[src/design/assert_macros.svh]
// Assertion macros shared by the receiver report block.
// No dependencies; included by files that carry concurrent checks.
`ifndef ASSERT_MACROS_SVH
`define ASSERT_MACROS_SVH

// Checked on every rising edge of clk, skipped while rst is high.
`define ASSERT_CLK(lbl, prop, msg) \
  lbl: assert property (@(posedge clk) disable iff (rst) (prop)) else $error(msg);

// A condition that must never be seen.
`define ASSERT_NEVER(lbl, cond, msg) \
  lbl: assert property (@(posedge clk) disable iff (rst) !(cond)) else $error(msg);

`endif

[src/design/rtcprr_pkg.sv]
// Shared types and constants for the receiver report block.
// No dependencies; imported by every module of the block.
package rtcprr_pkg;

  localparam int NUM_SOURCES = 16;
  localparam int SLOT_W      = (NUM_SOURCES > 1) ? $clog2(NUM_SOURCES) : 1;

  localparam int QUEUE_DEPTH = 2;
  localparam int QPTR_W      = (QUEUE_DEPTH > 1) ? $clog2(QUEUE_DEPTH) : 1;
  localparam int QCNT_W      = $clog2(QUEUE_DEPTH + 1);

  localparam logic [4:0] MAX_BLOCKS_RESET = 5'd31;

  localparam logic signed [31:0] CUM_MAX = 32'sh007f_ffff;
  localparam logic signed [31:0] CUM_MIN = -(32'sd1 <<< 23);

  // delay fraction: floor(usec * 2^16 / 10^6) via reciprocal plus one correction
  localparam logic [20:0] USEC_RECIP    = 21'd1099511;
  localparam int          USEC_SHIFT    = 24;
  localparam logic [19:0] USEC_PER_SEC  = 20'd1000000;

  localparam int FRAC_BITS = 8;
  localparam int FSTEP_W   = $clog2(FRAC_BITS);

  typedef struct packed {
    logic [31:0] ssrc;
    logic [31:0] exp_int;
    logic [31:0] rec_int;
    logic [31:0] expected;
    logic [31:0] recv;
    logic [31:0] ext_seq;
    logic [31:0] jitter;
    logic [31:0] sr_middle;
    logic        sr_seen;
    logic [15:0] esec;
    logic [19:0] eusec;
    logic [4:0]  block_number;
  } rr_job_t;

endpackage

[src/design/rtcprr_front.sv]
// Front end: takes items, looks up per-source prior counts, decides on a block.
// Depends on rtcprr_pkg; feeds jobs to rtcprr_queue.
module rtcprr_front (
  input  logic             clk,
  input  logic             rst,
  input  logic             push,
  output logic             full,
  input  logic [3:0]       source_index,
  input  logic             start_packet,
  input  logic [31:0]      source_ssrc,
  input  logic [31:0]      seq_cycles,
  input  logic [15:0]      max_seq,
  input  logic [15:0]      first_seq,
  input  logic [31:0]      received_count,
  input  logic [31:0]      jitter_in,
  input  logic [63:0]      ntp_last_sr,
  input  logic             sr_seen,
  input  logic [15:0]      elapsed_seconds,
  input  logic [19:0]      elapsed_microseconds,
  input  logic             cfg_we,
  input  logic [4:0]       cfg_data,
  output logic             job_push,
  output rtcprr_pkg::rr_job_t job,
  input  logic             job_full
);
  import rtcprr_pkg::*;

  logic        held;
  logic [3:0]  source_index_r;
  logic [31:0] ssrc_r;
  logic [31:0] recv_r;
  logic [31:0] jitter_r;
  logic [31:0] sr_middle_r;
  logic        sr_seen_r;
  logic [15:0] esec_r;
  logic [19:0] eusec_r;
  logic [31:0] expected_r;
  logic [31:0] ext_seq_r;
  logic [4:0]  block_count;
  logic [4:0]  max_blocks;
  logic [31:0] exp_hist [NUM_SOURCES];
  logic [31:0] rec_hist [NUM_SOURCES];

  logic              in_range;
  logic [SLOT_W-1:0] slot;
  logic              hit;
  logic              finish;

  assign full     = held;
  assign in_range = int'(source_index_r) < NUM_SOURCES;
  assign slot     = source_index_r[SLOT_W-1:0];
  assign hit      = in_range && (rec_hist[slot] != recv_r) && (block_count < max_blocks);
  assign job_push = held && hit && !job_full;
  assign finish   = held && (!hit || !job_full);

  always_comb begin
    job.ssrc         = ssrc_r;
    job.exp_int      = expected_r - exp_hist[slot];
    job.rec_int      = recv_r - rec_hist[slot];
    job.expected     = expected_r;
    job.recv         = recv_r;
    job.ext_seq      = ext_seq_r;
    job.jitter       = jitter_r;
    job.sr_middle    = sr_middle_r;
    job.sr_seen      = sr_seen_r;
    job.esec         = esec_r;
    job.eusec        = eusec_r;
    job.block_number = block_count;
  end

  always_ff @(posedge clk) begin
    if (rst) begin
      held        <= 1'b0;
      block_count <= '0;
      max_blocks  <= MAX_BLOCKS_RESET;
      for (int i = 0; i < NUM_SOURCES; i++) begin
        exp_hist[i] <= '0;
        rec_hist[i] <= '0;
      end
    end else begin
      if (cfg_we) begin
        max_blocks <= cfg_data;
      end
      if (push && !held) begin
        held           <= 1'b1;
        source_index_r <= source_index;
        ssrc_r         <= source_ssrc;
        recv_r         <= received_count;
        jitter_r       <= jitter_in;
        sr_middle_r    <= {ntp_last_sr[47:32], ntp_last_sr[31:16]};
        sr_seen_r      <= sr_seen;
        esec_r         <= elapsed_seconds;
        eusec_r        <= elapsed_microseconds;
        expected_r     <= seq_cycles + 32'(max_seq) - 32'(first_seq) + 32'd1;
        ext_seq_r      <= seq_cycles + 32'(max_seq);
        if (start_packet) begin
          block_count <= '0;
        end
      end
      if (finish) begin
        held <= 1'b0;
      end
      if (job_push) begin
        exp_hist[slot] <= expected_r;
        rec_hist[slot] <= recv_r;
        block_count    <= block_count + 5'd1;
      end
    end
  end

endmodule

[src/design/rtcprr_queue.sv]
// Short job queue between front end and back end.
// Depends on rtcprr_pkg for the job type and depth.
module rtcprr_queue (
  input  logic                clk,
  input  logic                rst,
  input  logic                push,
  input  rtcprr_pkg::rr_job_t wr_data,
  output logic                full,
  input  logic                pop,
  output rtcprr_pkg::rr_job_t rd_data,
  output logic                empty
);
  import rtcprr_pkg::*;

  rr_job_t           slots [QUEUE_DEPTH];
  logic [QPTR_W-1:0] wr_ptr;
  logic [QPTR_W-1:0] rd_ptr;
  logic [QCNT_W-1:0] count;
  logic              do_push;
  logic              do_pop;

  assign full    = count == QCNT_W'(QUEUE_DEPTH);
  assign empty   = count == '0;
  assign do_push = push && !full;
  assign do_pop  = pop && !empty;
  assign rd_data = slots[rd_ptr];

  always_ff @(posedge clk) begin
    if (do_push) begin
      slots[wr_ptr] <= wr_data;
    end
  end

  always_ff @(posedge clk) begin
    if (rst) begin
      wr_ptr <= '0;
      rd_ptr <= '0;
      count  <= '0;
    end else begin
      if (do_push) begin
        wr_ptr <= (wr_ptr == QPTR_W'(QUEUE_DEPTH - 1)) ? '0 : wr_ptr + QPTR_W'(1);
      end
      if (do_pop) begin
        rd_ptr <= (rd_ptr == QPTR_W'(QUEUE_DEPTH - 1)) ? '0 : rd_ptr + QPTR_W'(1);
      end
      case ({do_push, do_pop})
        2'b10:   count <= count + QCNT_W'(1);
        2'b01:   count <= count - QCNT_W'(1);
        default: count <= count;
      endcase
    end
  end

endmodule

[src/design/rtcprr_back.sv]
// Back end: loss arithmetic, serial fraction divider, delay scaling, result register.
// Depends on rtcprr_pkg; takes jobs from rtcprr_queue.
module rtcprr_back (
  input  logic                clk,
  input  logic                rst,
  output logic                job_pop,
  input  rtcprr_pkg::rr_job_t job_in,
  input  logic                job_empty,
  output logic                empty,
  input  logic                pop,
  output logic [31:0]         report_ssrc,
  output logic [7:0]          fraction_lost,
  output logic signed [23:0]  cumulative_lost,
  output logic [31:0]         extended_highest_seq,
  output logic [31:0]         jitter_out,
  output logic [31:0]         last_sr_middle,
  output logic [31:0]         delay_since_sr,
  output logic [4:0]          block_number
);
  import rtcprr_pkg::*;

  typedef enum logic [2:0] {
    S_IDLE,
    S_PREP,
    S_MUL,
    S_CHECK,
    S_DIV,
    S_DONE
  } state_t;

  state_t               state;
  rr_job_t              job;
  logic                 out_valid;
  logic [31:0]          lost;
  logic [31:0]          cum_diff;
  logic signed [23:0]   cum;
  logic [40:0]          usec_prod;
  logic [16:0]          q_est;
  logic [36:0]          q_scaled;
  logic [31:0]          delay;
  logic [31:0]          rem;
  logic [FRAC_BITS-1:0] frac;
  logic [FSTEP_W-1:0]   step;

  logic [36:0] usec_rem;
  logic [16:0] q_fix;
  logic [32:0] rem_sh;
  logic        rem_ge;
  logic        out_load;

  assign empty    = !out_valid;
  assign job_pop  = (state == S_IDLE) && !job_empty;
  assign usec_rem = {1'b0, job.eusec, 16'b0} - q_scaled;
  assign q_fix    = q_est + 17'(usec_rem >= 37'(USEC_PER_SEC));
  assign rem_sh   = {rem, 1'b0};
  assign rem_ge   = rem_sh >= {1'b0, job.exp_int};
  assign out_load = (state == S_DONE) && (!out_valid || pop);

  always_ff @(posedge clk) begin
    if (rst) begin
      state     <= S_IDLE;
      out_valid <= 1'b0;
    end else begin
      if (out_load) begin
        out_valid <= 1'b1;
      end else if (pop) begin
        out_valid <= 1'b0;
      end
      case (state)
        S_IDLE: begin
          if (!job_empty) begin
            job   <= job_in;
            state <= S_PREP;
          end
        end
        S_PREP: begin
          lost      <= job.exp_int - job.rec_int;
          cum_diff  <= job.expected - job.recv - 32'd1;
          usec_prod <= job.eusec * USEC_RECIP;
          state     <= S_MUL;
        end
        S_MUL: begin
          q_est    <= usec_prod[40:USEC_SHIFT];
          q_scaled <= usec_prod[40:USEC_SHIFT] * USEC_PER_SEC;
          if ($signed(cum_diff) > CUM_MAX) begin
            cum <= CUM_MAX[23:0];
          end else if ($signed(cum_diff) < CUM_MIN) begin
            cum <= CUM_MIN[23:0];
          end else begin
            cum <= cum_diff[23:0];
          end
          state <= S_CHECK;
        end
        S_CHECK: begin
          delay <= job.sr_seen ? ({job.esec, 16'b0} + 32'(q_fix)) : 32'd0;
          rem   <= lost;
          step  <= '0;
          if (job.exp_int == '0 || $signed(lost) <= 0) begin
            frac  <= '0;
            state <= S_DONE;
          end else if (lost >= job.exp_int) begin
            frac  <= '1;
            state <= S_DONE;
          end else begin
            frac  <= '0;
            state <= S_DIV;
          end
        end
        S_DIV: begin
          // restoring division, one quotient bit per cycle
          rem  <= rem_ge ? 32'(rem_sh - {1'b0, job.exp_int}) : rem_sh[31:0];
          frac <= {frac[FRAC_BITS-2:0], rem_ge};
          step <= step + FSTEP_W'(1);
          if (step == FSTEP_W'(FRAC_BITS - 1)) begin
            state <= S_DONE;
          end
        end
        S_DONE: begin
          if (out_load) begin
            report_ssrc          <= job.ssrc;
            fraction_lost        <= frac;
            cumulative_lost      <= cum;
            extended_highest_seq <= job.ext_seq;
            jitter_out           <= job.jitter;
            last_sr_middle       <= job.sr_middle;
            delay_since_sr       <= delay;
            block_number         <= job.block_number;
            state                <= S_IDLE;
          end
        end
        default: state <= S_IDLE;
      endcase
    end
  end

endmodule

[src/design/rtcp_receiver_report_block.sv]
// Top level of the RTCP receiver report block generator.
// Depends on rtcprr_pkg, rtcprr_front, rtcprr_queue, rtcprr_back, assert_macros.svh.

// Each item holds one source's reception statistics; when packets have arrived
// since that source's last report and the packet still has room, one report
// block comes out of the result register. The front end registers an item and
// decides on it in the next cycle, so full is high for one cycle after each
// transfer unless the job queue is full. The back end steps jobs through prep,
// multiply, check and done, adding eight restoring divider steps unless the
// loss fraction is zero or saturated, and takes a new job only after the result
// register takes the last. A two-entry job queue lets the front end keep taking
// items while the back end works or a result waits. Per-source prior counts are
// cleared at reset. The user must write max_blocks through cfg_we and cfg_data
// only while the block is idle; the block itself does not enforce this.
`include "assert_macros.svh"

module rtcp_receiver_report_block (
  input  logic               clk,
  input  logic               rst,
  input  logic               push,
  output logic               full,
  input  logic [3:0]         source_index,
  input  logic               start_packet,
  input  logic [31:0]        source_ssrc,
  input  logic [31:0]        seq_cycles,
  input  logic [15:0]        max_seq,
  input  logic [15:0]        first_seq,
  input  logic [31:0]        received_count,
  input  logic [31:0]        jitter_in,
  input  logic [63:0]        ntp_last_sr,
  input  logic               sr_seen,
  input  logic [15:0]        elapsed_seconds,
  input  logic [19:0]        elapsed_microseconds,
  input  logic               cfg_we,
  input  logic [4:0]         cfg_data,
  output logic               empty,
  input  logic               pop,
  output logic [31:0]        report_ssrc,
  output logic [7:0]         fraction_lost,
  output logic signed [23:0] cumulative_lost,
  output logic [31:0]        extended_highest_seq,
  output logic [31:0]        jitter_out,
  output logic [31:0]        last_sr_middle,
  output logic [31:0]        delay_since_sr,
  output logic [4:0]         block_number
);
  import rtcprr_pkg::*;

  rr_job_t q_wr_data;
  rr_job_t q_rd_data;
  logic    q_push;
  logic    q_full;
  logic    q_pop;
  logic    q_empty;

  rtcprr_front u_front (
    .clk                  (clk),
    .rst                  (rst),
    .push                 (push),
    .full                 (full),
    .source_index         (source_index),
    .start_packet         (start_packet),
    .source_ssrc          (source_ssrc),
    .seq_cycles           (seq_cycles),
    .max_seq              (max_seq),
    .first_seq            (first_seq),
    .received_count       (received_count),
    .jitter_in            (jitter_in),
    .ntp_last_sr          (ntp_last_sr),
    .sr_seen              (sr_seen),
    .elapsed_seconds      (elapsed_seconds),
    .elapsed_microseconds (elapsed_microseconds),
    .cfg_we               (cfg_we),
    .cfg_data             (cfg_data),
    .job_push             (q_push),
    .job                  (q_wr_data),
    .job_full             (q_full)
  );

  rtcprr_queue u_queue (
    .clk     (clk),
    .rst     (rst),
    .push    (q_push),
    .wr_data (q_wr_data),
    .full    (q_full),
    .pop     (q_pop),
    .rd_data (q_rd_data),
    .empty   (q_empty)
  );

  rtcprr_back u_back (
    .clk                  (clk),
    .rst                  (rst),
    .job_pop              (q_pop),
    .job_in               (q_rd_data),
    .job_empty            (q_empty),
    .empty                (empty),
    .pop                  (pop),
    .report_ssrc          (report_ssrc),
    .fraction_lost        (fraction_lost),
    .cumulative_lost      (cumulative_lost),
    .extended_highest_seq (extended_highest_seq),
    .jitter_out           (jitter_out),
    .last_sr_middle       (last_sr_middle),
    .delay_since_sr       (delay_since_sr),
    .block_number         (block_number)
  );

  `ASSERT_NEVER(a_queue_overflow, q_push && q_full, "job pushed into full queue")
  `ASSERT_NEVER(a_queue_underflow, q_pop && q_empty, "job taken from empty queue")
  `ASSERT_CLK(a_push_lands, q_push |=> !q_empty, "pushed job missing from queue")

endmodule
[config.mk]
export PLATFORM = sky130hd
export DESIGN_NAME = rtcp_receiver_report_block
export DESIGN_NICKNAME = d
export VERILOG_FILES = /design/src/design/rtcprr_pkg.sv /design/src/design/rtcprr_front.sv /design/src/design/rtcprr_queue.sv /design/src/design/rtcprr_back.sv /design/src/design/rtcp_receiver_report_block.sv
export VERILOG_INCLUDE_DIRS = /design/src /design/src/design
export SDC_FILE = /design/constraint.sdc
export NUM_CORES = 2
export LEC_CHECK = 0
export BUFFER_PORTS_ARGS = -buffer_cell sky130_fd_sc_hd__buf_2
export CORE_UTILIZATION = 35
export CTS_CLUSTER_SIZE = 14
export DETAILED_ROUTE_END_ITERATION = 16
export PLACE_DENSITY = 0.54
export SKIP_CTS_REPAIR_TIMING = 1
export SYNTH_ARGS = -nofsm -noshare
export SYNTH_HDL_FRONTEND = slang
export SYNTH_SLANG_ARGS = --single-unit
[constraint.sdc]
create_clock -name clk -period 34.3 [get_ports clk]
set_input_delay 6.86 -clock clk [delete_from_list [all_inputs] [get_ports clk]]
set_output_delay 6.86 -clock clk [all_outputs]
set_load 0.05 [all_outputs]
### Yosys cells after proc, flatten, opt, wreduce, memory -nomap -nowiden

Memories as Yosys holds them, arrays and structs flattened. A register that Yosys moved wholly into a read port is not among the register bits.
Index checks and enable logic that the tools add are counted.

* output and inout port bits: 199
* logic and storage cells: 154
* latch bits: 0
* bits in read-only memories: 0
* flip-flop bits (word level): 701
* memories: 3
* memory bits (writable): 1620
* input port bits: 276

* magnitude comparators: 7
* multiplexer cells: 36
* equality and inequality tests: 13
* bitwise logic cells: 2
* multiply operators: 2
* reduce and logical (&&, ||, !) cells: 37
* div/mod/pow operators: 0
* shift operators: 0
* add/subtract/negate cells: 18

Memory list
* u_queue.slots: words 2, width 298, rd ports 1, clocked after memory_dff 1, write ports 1, RTL line rtcprr_queue.sv:15 `rr_job_t slots [QUEUE_DEPTH];`
* u_front.exp_hist: words 16, width 32, rd ports 1, clocked after memory_dff 1, write ports 16, RTL line rtcprr_front.sv:41 `logic [31:0] exp_hist [NUM_SOURCES];`
* u_front.rec_hist: words 16, width 32, rd ports 1, clocked after memory_dff 1, write ports 16, RTL line rtcprr_front.sv:42 `logic [31:0] rec_hist [NUM_SOURCES];`

Operator list (count)
* 32-bit subtractor: 5
* 32-bit 2-to-1 mux: 3
* 32-bit case mux with 2 select lines: 1
* 32-bit OR reduction: 2
* 20-bit by 21-bit multiplier with 41-bit output, second input constant: 1
* 37-bit by 20-bit >= comparator with 1-bit output, second input constant: 1
* 36-bit by 37-bit subtractor with 37-bit output: 1
* 33-bit by 32-bit >= comparator with 1-bit output: 1
* 32-bit by 1-bit adder with 32-bit output, second input constant: 1
* 32-bit by 16-bit adder with 32-bit output: 1
* 32-bit by 17-bit adder with 32-bit output: 1
* 32-bit >= comparator: 1
* 32-bit by 24-bit > comparator with 1-bit output, second input constant: 1
* 32-bit by 1-bit <= comparator with 1-bit output, second input constant: 1
* 32-bit logical NOT: 1
* 32-bit by 24-bit < comparator with 1-bit output, second input constant: 1
* 32-bit != test: 1
* 32-bit by 1-bit subtractor with 32-bit output, second input constant: 1
* 32-bit by 16-bit subtractor with 32-bit output: 1
* 17-bit by 14-bit multiplier with 31-bit output, second input constant: 1
* 24-bit 2-to-1 mux: 1
* 3-bit case mux with 6 select lines: 1
* 17-bit by 1-bit adder with 17-bit output: 1
* 4-bit 2-to-1 mux: 4
* 30 further kinds: 81

### Longest topological paths before layout

* depth after elaboration: 9
* depth in mapped cells: 25
* gate-level depth less buffers: 24

### Modules after synthesis

Synthesis repeated with hierarchy kept, for this count alone.

* cell total of the unflattened synthesis: 8049
* area, all modules: 122912.9 sq um

By module, submodules not included
* rtcprr_front: area an instance 59629.7 sq um, sequential area each 38046.5 sq um, instances 1, cells an instance 3929
* rtcprr_back: area an instance 41484.8 sq um, sequential area each 21700.8 sq um, instances 1, cells an instance 3167
* rtcprr_queue: area an instance 21798.4 sq um, sequential area each 17997.3 sq um, instances 1, cells an instance 953

### Worst setup path before layout

No wires, ideal clock.

* kind: input-to-reg
* start: input rst
* end: register with a tool-made name
* path buffers: 1
* arrival time: 26356 ps
* setup time: 147 ps
* setup slack: 7798 ps
* stages: 3
* required time: 34153 ps
* path through: clkbuf_1 > nor3b_1 > mux2_2

RTL lines
* from (decl): RTL line rtcp_receiver_report_block.sv:19 `input logic rst,`

### Worst setup path after layout

* start: input seq_cycles[4]
* end: register u_front.expected_r[31] (data pin)

* cells in the longest elaborated chain, start to end: 3

RTL lines
* from (decl): RTL line rtcp_receiver_report_block.sv:25 `input logic [31:0] seq_cycles,`
* 32-bit by 16-bit adder with 32-bit output: RTL line rtcprr_front.sv:94 `expected_r <= seq_cycles + 32'(max_seq) - 32'(first_seq) + 32'd1;`
* 32-bit by 16-bit subtractor with 32-bit output: RTL line rtcprr_front.sv:94
* 32-bit by 1-bit adder with 32-bit output: RTL line rtcprr_front.sv:94
* to (signal assigned): RTL line rtcprr_front.sv:94
* to (decl): RTL line rtcprr_front.sv:37 `logic [31:0] expected_r;`

Every way passes these cells.
A chain may end at the register's enable or synchronous reset.

==> run metrics <==
status finished, final reports clean; num ports 475; Core Area 347,000 um^2; maximum clock path buffer count 4; worst rel slew slack 11.41%; Sw Share 39.62%; max frequency 85.49 MHz; GRT Total Usage 18.07%; cell area after layout 140,000 um^2; CTS H-Tree Depth 5; # nets final 9,619; Switching Power 6.213 mW; Cell Area, Synth 122,300 um^2; WP buf/inv 2; vias post-DR 67,510; Post-Synthesis Cells 7,994; post-synth top area share 63.18%; Starting Density 35.24%; first-pass GRT wire length 467.5 mm; Post-Synth Simple-Gate Area 8.577%; WP data required 34.93 ns; Post-synth EDFFs 2,573; P_int 9.469 mW; worst vdd ir 0.3451 mV; wire length per cell 24.08 um; Yosys reg bits 2,596; DIE WIDTH 593.1 um; number of max-cap violations 0; layout cells sized above 1 19.35%; top_reg_cell synth edfxtp_1; Port Buf Inserts 442; mux cell area share after synthesis 8.909%; Post-Synth XOR/XNOR Area 1.967%; post-route antenna net violation count 0; Final min period 11.70 ns; Clock Latency Late Sink 0.92 ns; die height 593.1 um; Largest stage delay, worst path 0.62 ns; Pleak 52.55 nW; # DRC 0; largest net degree at the start of global routing 132; initial antenna violation count 35; Fillers 31,600; Crit path arrival time 12.32 ns; GPL Wtd Cong 0.8462; final period utilization 34.10%; logic gate share of total power 51.9%; Reg power frac 27.9%; crit path max fanout 6; PwrDens 112.0 nW/um^2; CP max stage cell o41ai_1; TritonCTS clock tree yes; final setup vio count 0; drt first pass iters 7; Setup Slack @ Placement 21.70 ns; startpoint types primary input; Num CTS Buffers 299; Adder-Cell Fraction of Synth Area 9.532%; Final Hold Fails 0; die area 351,800 um^2; CTS Root Cell clkbuf_16; Starting DRT DRC Count 5,795; Syn Nets 9,072; Cell Area, Placed 130,300 um^2; Distinct cells, synth 85; Mean Syn Cell Area 15.30 um^2; vias in the first global route 70,190; Tightest Pin Transition 1.324 ns; Post-synth ARST share 0%; top post-synthesis cells by area edfxtp_1 (63%), ha_1 (6.0%), mux4_2 (5.9%), and2_1 (5.1%), fa_1 (3.5%); RSZ-0062 raised after global routing false; Tightest Hold Check Type reg2reg; Post-DP HPWL 208.2 mm; setup slack after layout 22.60 ns; CP Capture Type flip-flop; sequential-to-total area share from yosys stat 63.56%; Post-Route Skew 0.06032 ns; CP top delay family compound AO/OA/AOI/OAI gates; GR Overflow Total 0; Synth Area in Compound Gates 4.381%; setup TNS 0 ns; largest family of logic cells by synthesized area adder cells; pins over their slew limit 0; cells along the critical path buf_2 > ha_1 > a2111oi_2 > a311oi_1 > o41ai_1 > nor3_1 > a2111oi_1 > o21bai_1 > and2_1 > xor2_1 > inv_1 > ha_1 > a21o_1 > or3_1 > o21ai_0 > a21oi_1 > a31oi_1 > o21ai_0 > a21oi_1 > xnor3_1; clk sinks 2,596; Post-Route WL 321.8 mm; clock share of power 20.1%; post-synthesis cell type with the largest combined area edfxtp_1; Syn. warnings 0; clock slew at reported path FFs 0.06 ns; DR vias/cell 5.052; area grow syn2layout 14.47%; FP Rows 216; Crit Path Class in2reg
-- power by group through the flow --
stage                     logic, mW  clock network, mW  registers [mW]
after global routing           9.40               3.35            4.41
after CTS                      8.31               3.24            4.39
final                          8.14               3.16            4.38
after detailed placement       8.21                  0            4.45
after global placement         8.19                  0            4.44
after floorplan                6.12                  0            4.41
-- cells in the mapped netlist (22+ instances only) --
| cell | count |
|---|---|
| xor2_1 | 82 |
| o211ai_1 | 22 |
| dfxtp_1 | 23 |
| o21a_1 | 73 |
| nand3_1 | 68 |
| mux4_2 | 319 |
| nor3_1 | 99 |
| mux2_2 | 301 |
| o21bai_1 | 31 |
| edfxtp_1 | 2573 |
| nand2b_1 | 49 |
| a21o_1 | 127 |
| or2_2 | 22 |
| nor2_1 | 204 |
| buf_1 | 30 |
| and3_1 | 30 |
| xnor2_1 | 190 |
| nand2_1 | 168 |
| a31oi_1 | 25 |
| clkbuf_1 | 291 |
| ha_1 | 586 |
| a21oi_1 | 227 |
| nor2b_1 | 32 |
| and2_1 | 1004 |
| nand4_1 | 47 |
| or3_1 | 23 |
| mux2i_1 | 32 |
| fa_1 | 216 |
| nor4_1 | 41 |
| o21ai_0 | 187 |
| inv_1 | 650 |
| a211oi_1 | 27 |
-- worst paths after layout --
path,start,to,slack [ns],depth (start not counted)
min,u_back.job[95]$_DFFE_PP_,u_back.jitter_out[21]$_DFFE_PP_,0.40,0
min reg2reg,u_back.job[95]$_DFFE_PP_,u_back.jitter_out[21]$_DFFE_PP_,0.40,0
max reg2reg,flip-flop,u_queue.slots[0][65]$_DFFE_PP_,24.38,18
max,seq_cycles[4],u_front.expected_r[31]$_DFFE_PP_,22.60,20
-- metrics by stage --
step | hold WS, ns | util (%) | power (mW) | std cells
2_1_floorplan | 0.4003 | - | 10.52 | 7994
3_3_place_gp | 0.4015 | 37.56 | 12.63 | 12820
3_5_place_dp | 0.4045 | 37.56 | 12.67 | 12820
4_1_cts | 0.3988 | 40.33 | 15.93 | 13350
5_1_grt | 0.4011 | 40.33 | 17.16 | 13360
6_report | 0.4034 | 40.34 | 15.68 | 13360
-- logic make-up after synthesis --
family,Yosys count
buf+inv,990
flops,2596
mux,652
fa+ha+maj,802
compound gates,841
xor+xnor,273
simple gates,1840
-- final cells by class --
type	count	area [um^2]	share of cell area, %
Antenna cell	11	27.53	0.01966
Clock buffer	365	7900	5.644
Clock inverter	169	1715	1.225
Inverter	654	2455	1.754
Multi-Input combinational cell	4408	41120	29.38
Sequential cell	2596	77740	55.54
Tap cell	4578	5728	4.092
Timing Repair Buffer	582	3288	2.349
-- per-layer routing --
metal	vias to the layer above	wire [um]	GRT usage (%)	share of wire [%]
met5	-	80	0	0.025
li1	30590	-	-	-
met4	12	8616	4.821	2.7
met2	1927	158700	31.16	49
met1	34520	136000	23.68	42
met3	464	18460	2.745	5.7
-- sequential cells by signal, summed over array words and instances, names as in the netlist, 32 cells and up, named ones only --
signal                       count
u_back.lost                     32
u_front.recv_r                  32
u_back.job                     298
u_back.rem                      32
u_front.rec_hist               512
u_front.exp_hist               512
u_front.sr_middle_r             32
u_back.extended_highest_seq     32
u_queue.slots                  596
u_back.last_sr_middle           32
u_back.cum_diff                 32
u_back.delay                    32
u_front.ssrc_r                  32
u_front.ext_seq_r               32
u_front.expected_r              32
u_back.delay_since_sr           32
u_back.jitter_out               32
u_front.jitter_r                32
u_back.report_ssrc              32
-- layout by cell type (no fill, tap or decap), types with 97 or more instances in the layout --
cell          n
xnor2_1     190
inv_1       649
mux4_2      319
mux2_2      301
o21ai_0     175
fa_1        216
buf_4       138
nor2_1      190
buf_2       442
and2_1     1003
ha_1        586
a21o_1      127
a21oi_1     226
nor3_1       97
clkbuf_16   307
edfxtp_1   2573
nand2_1     168
Power figures use the tool's default switching activity.
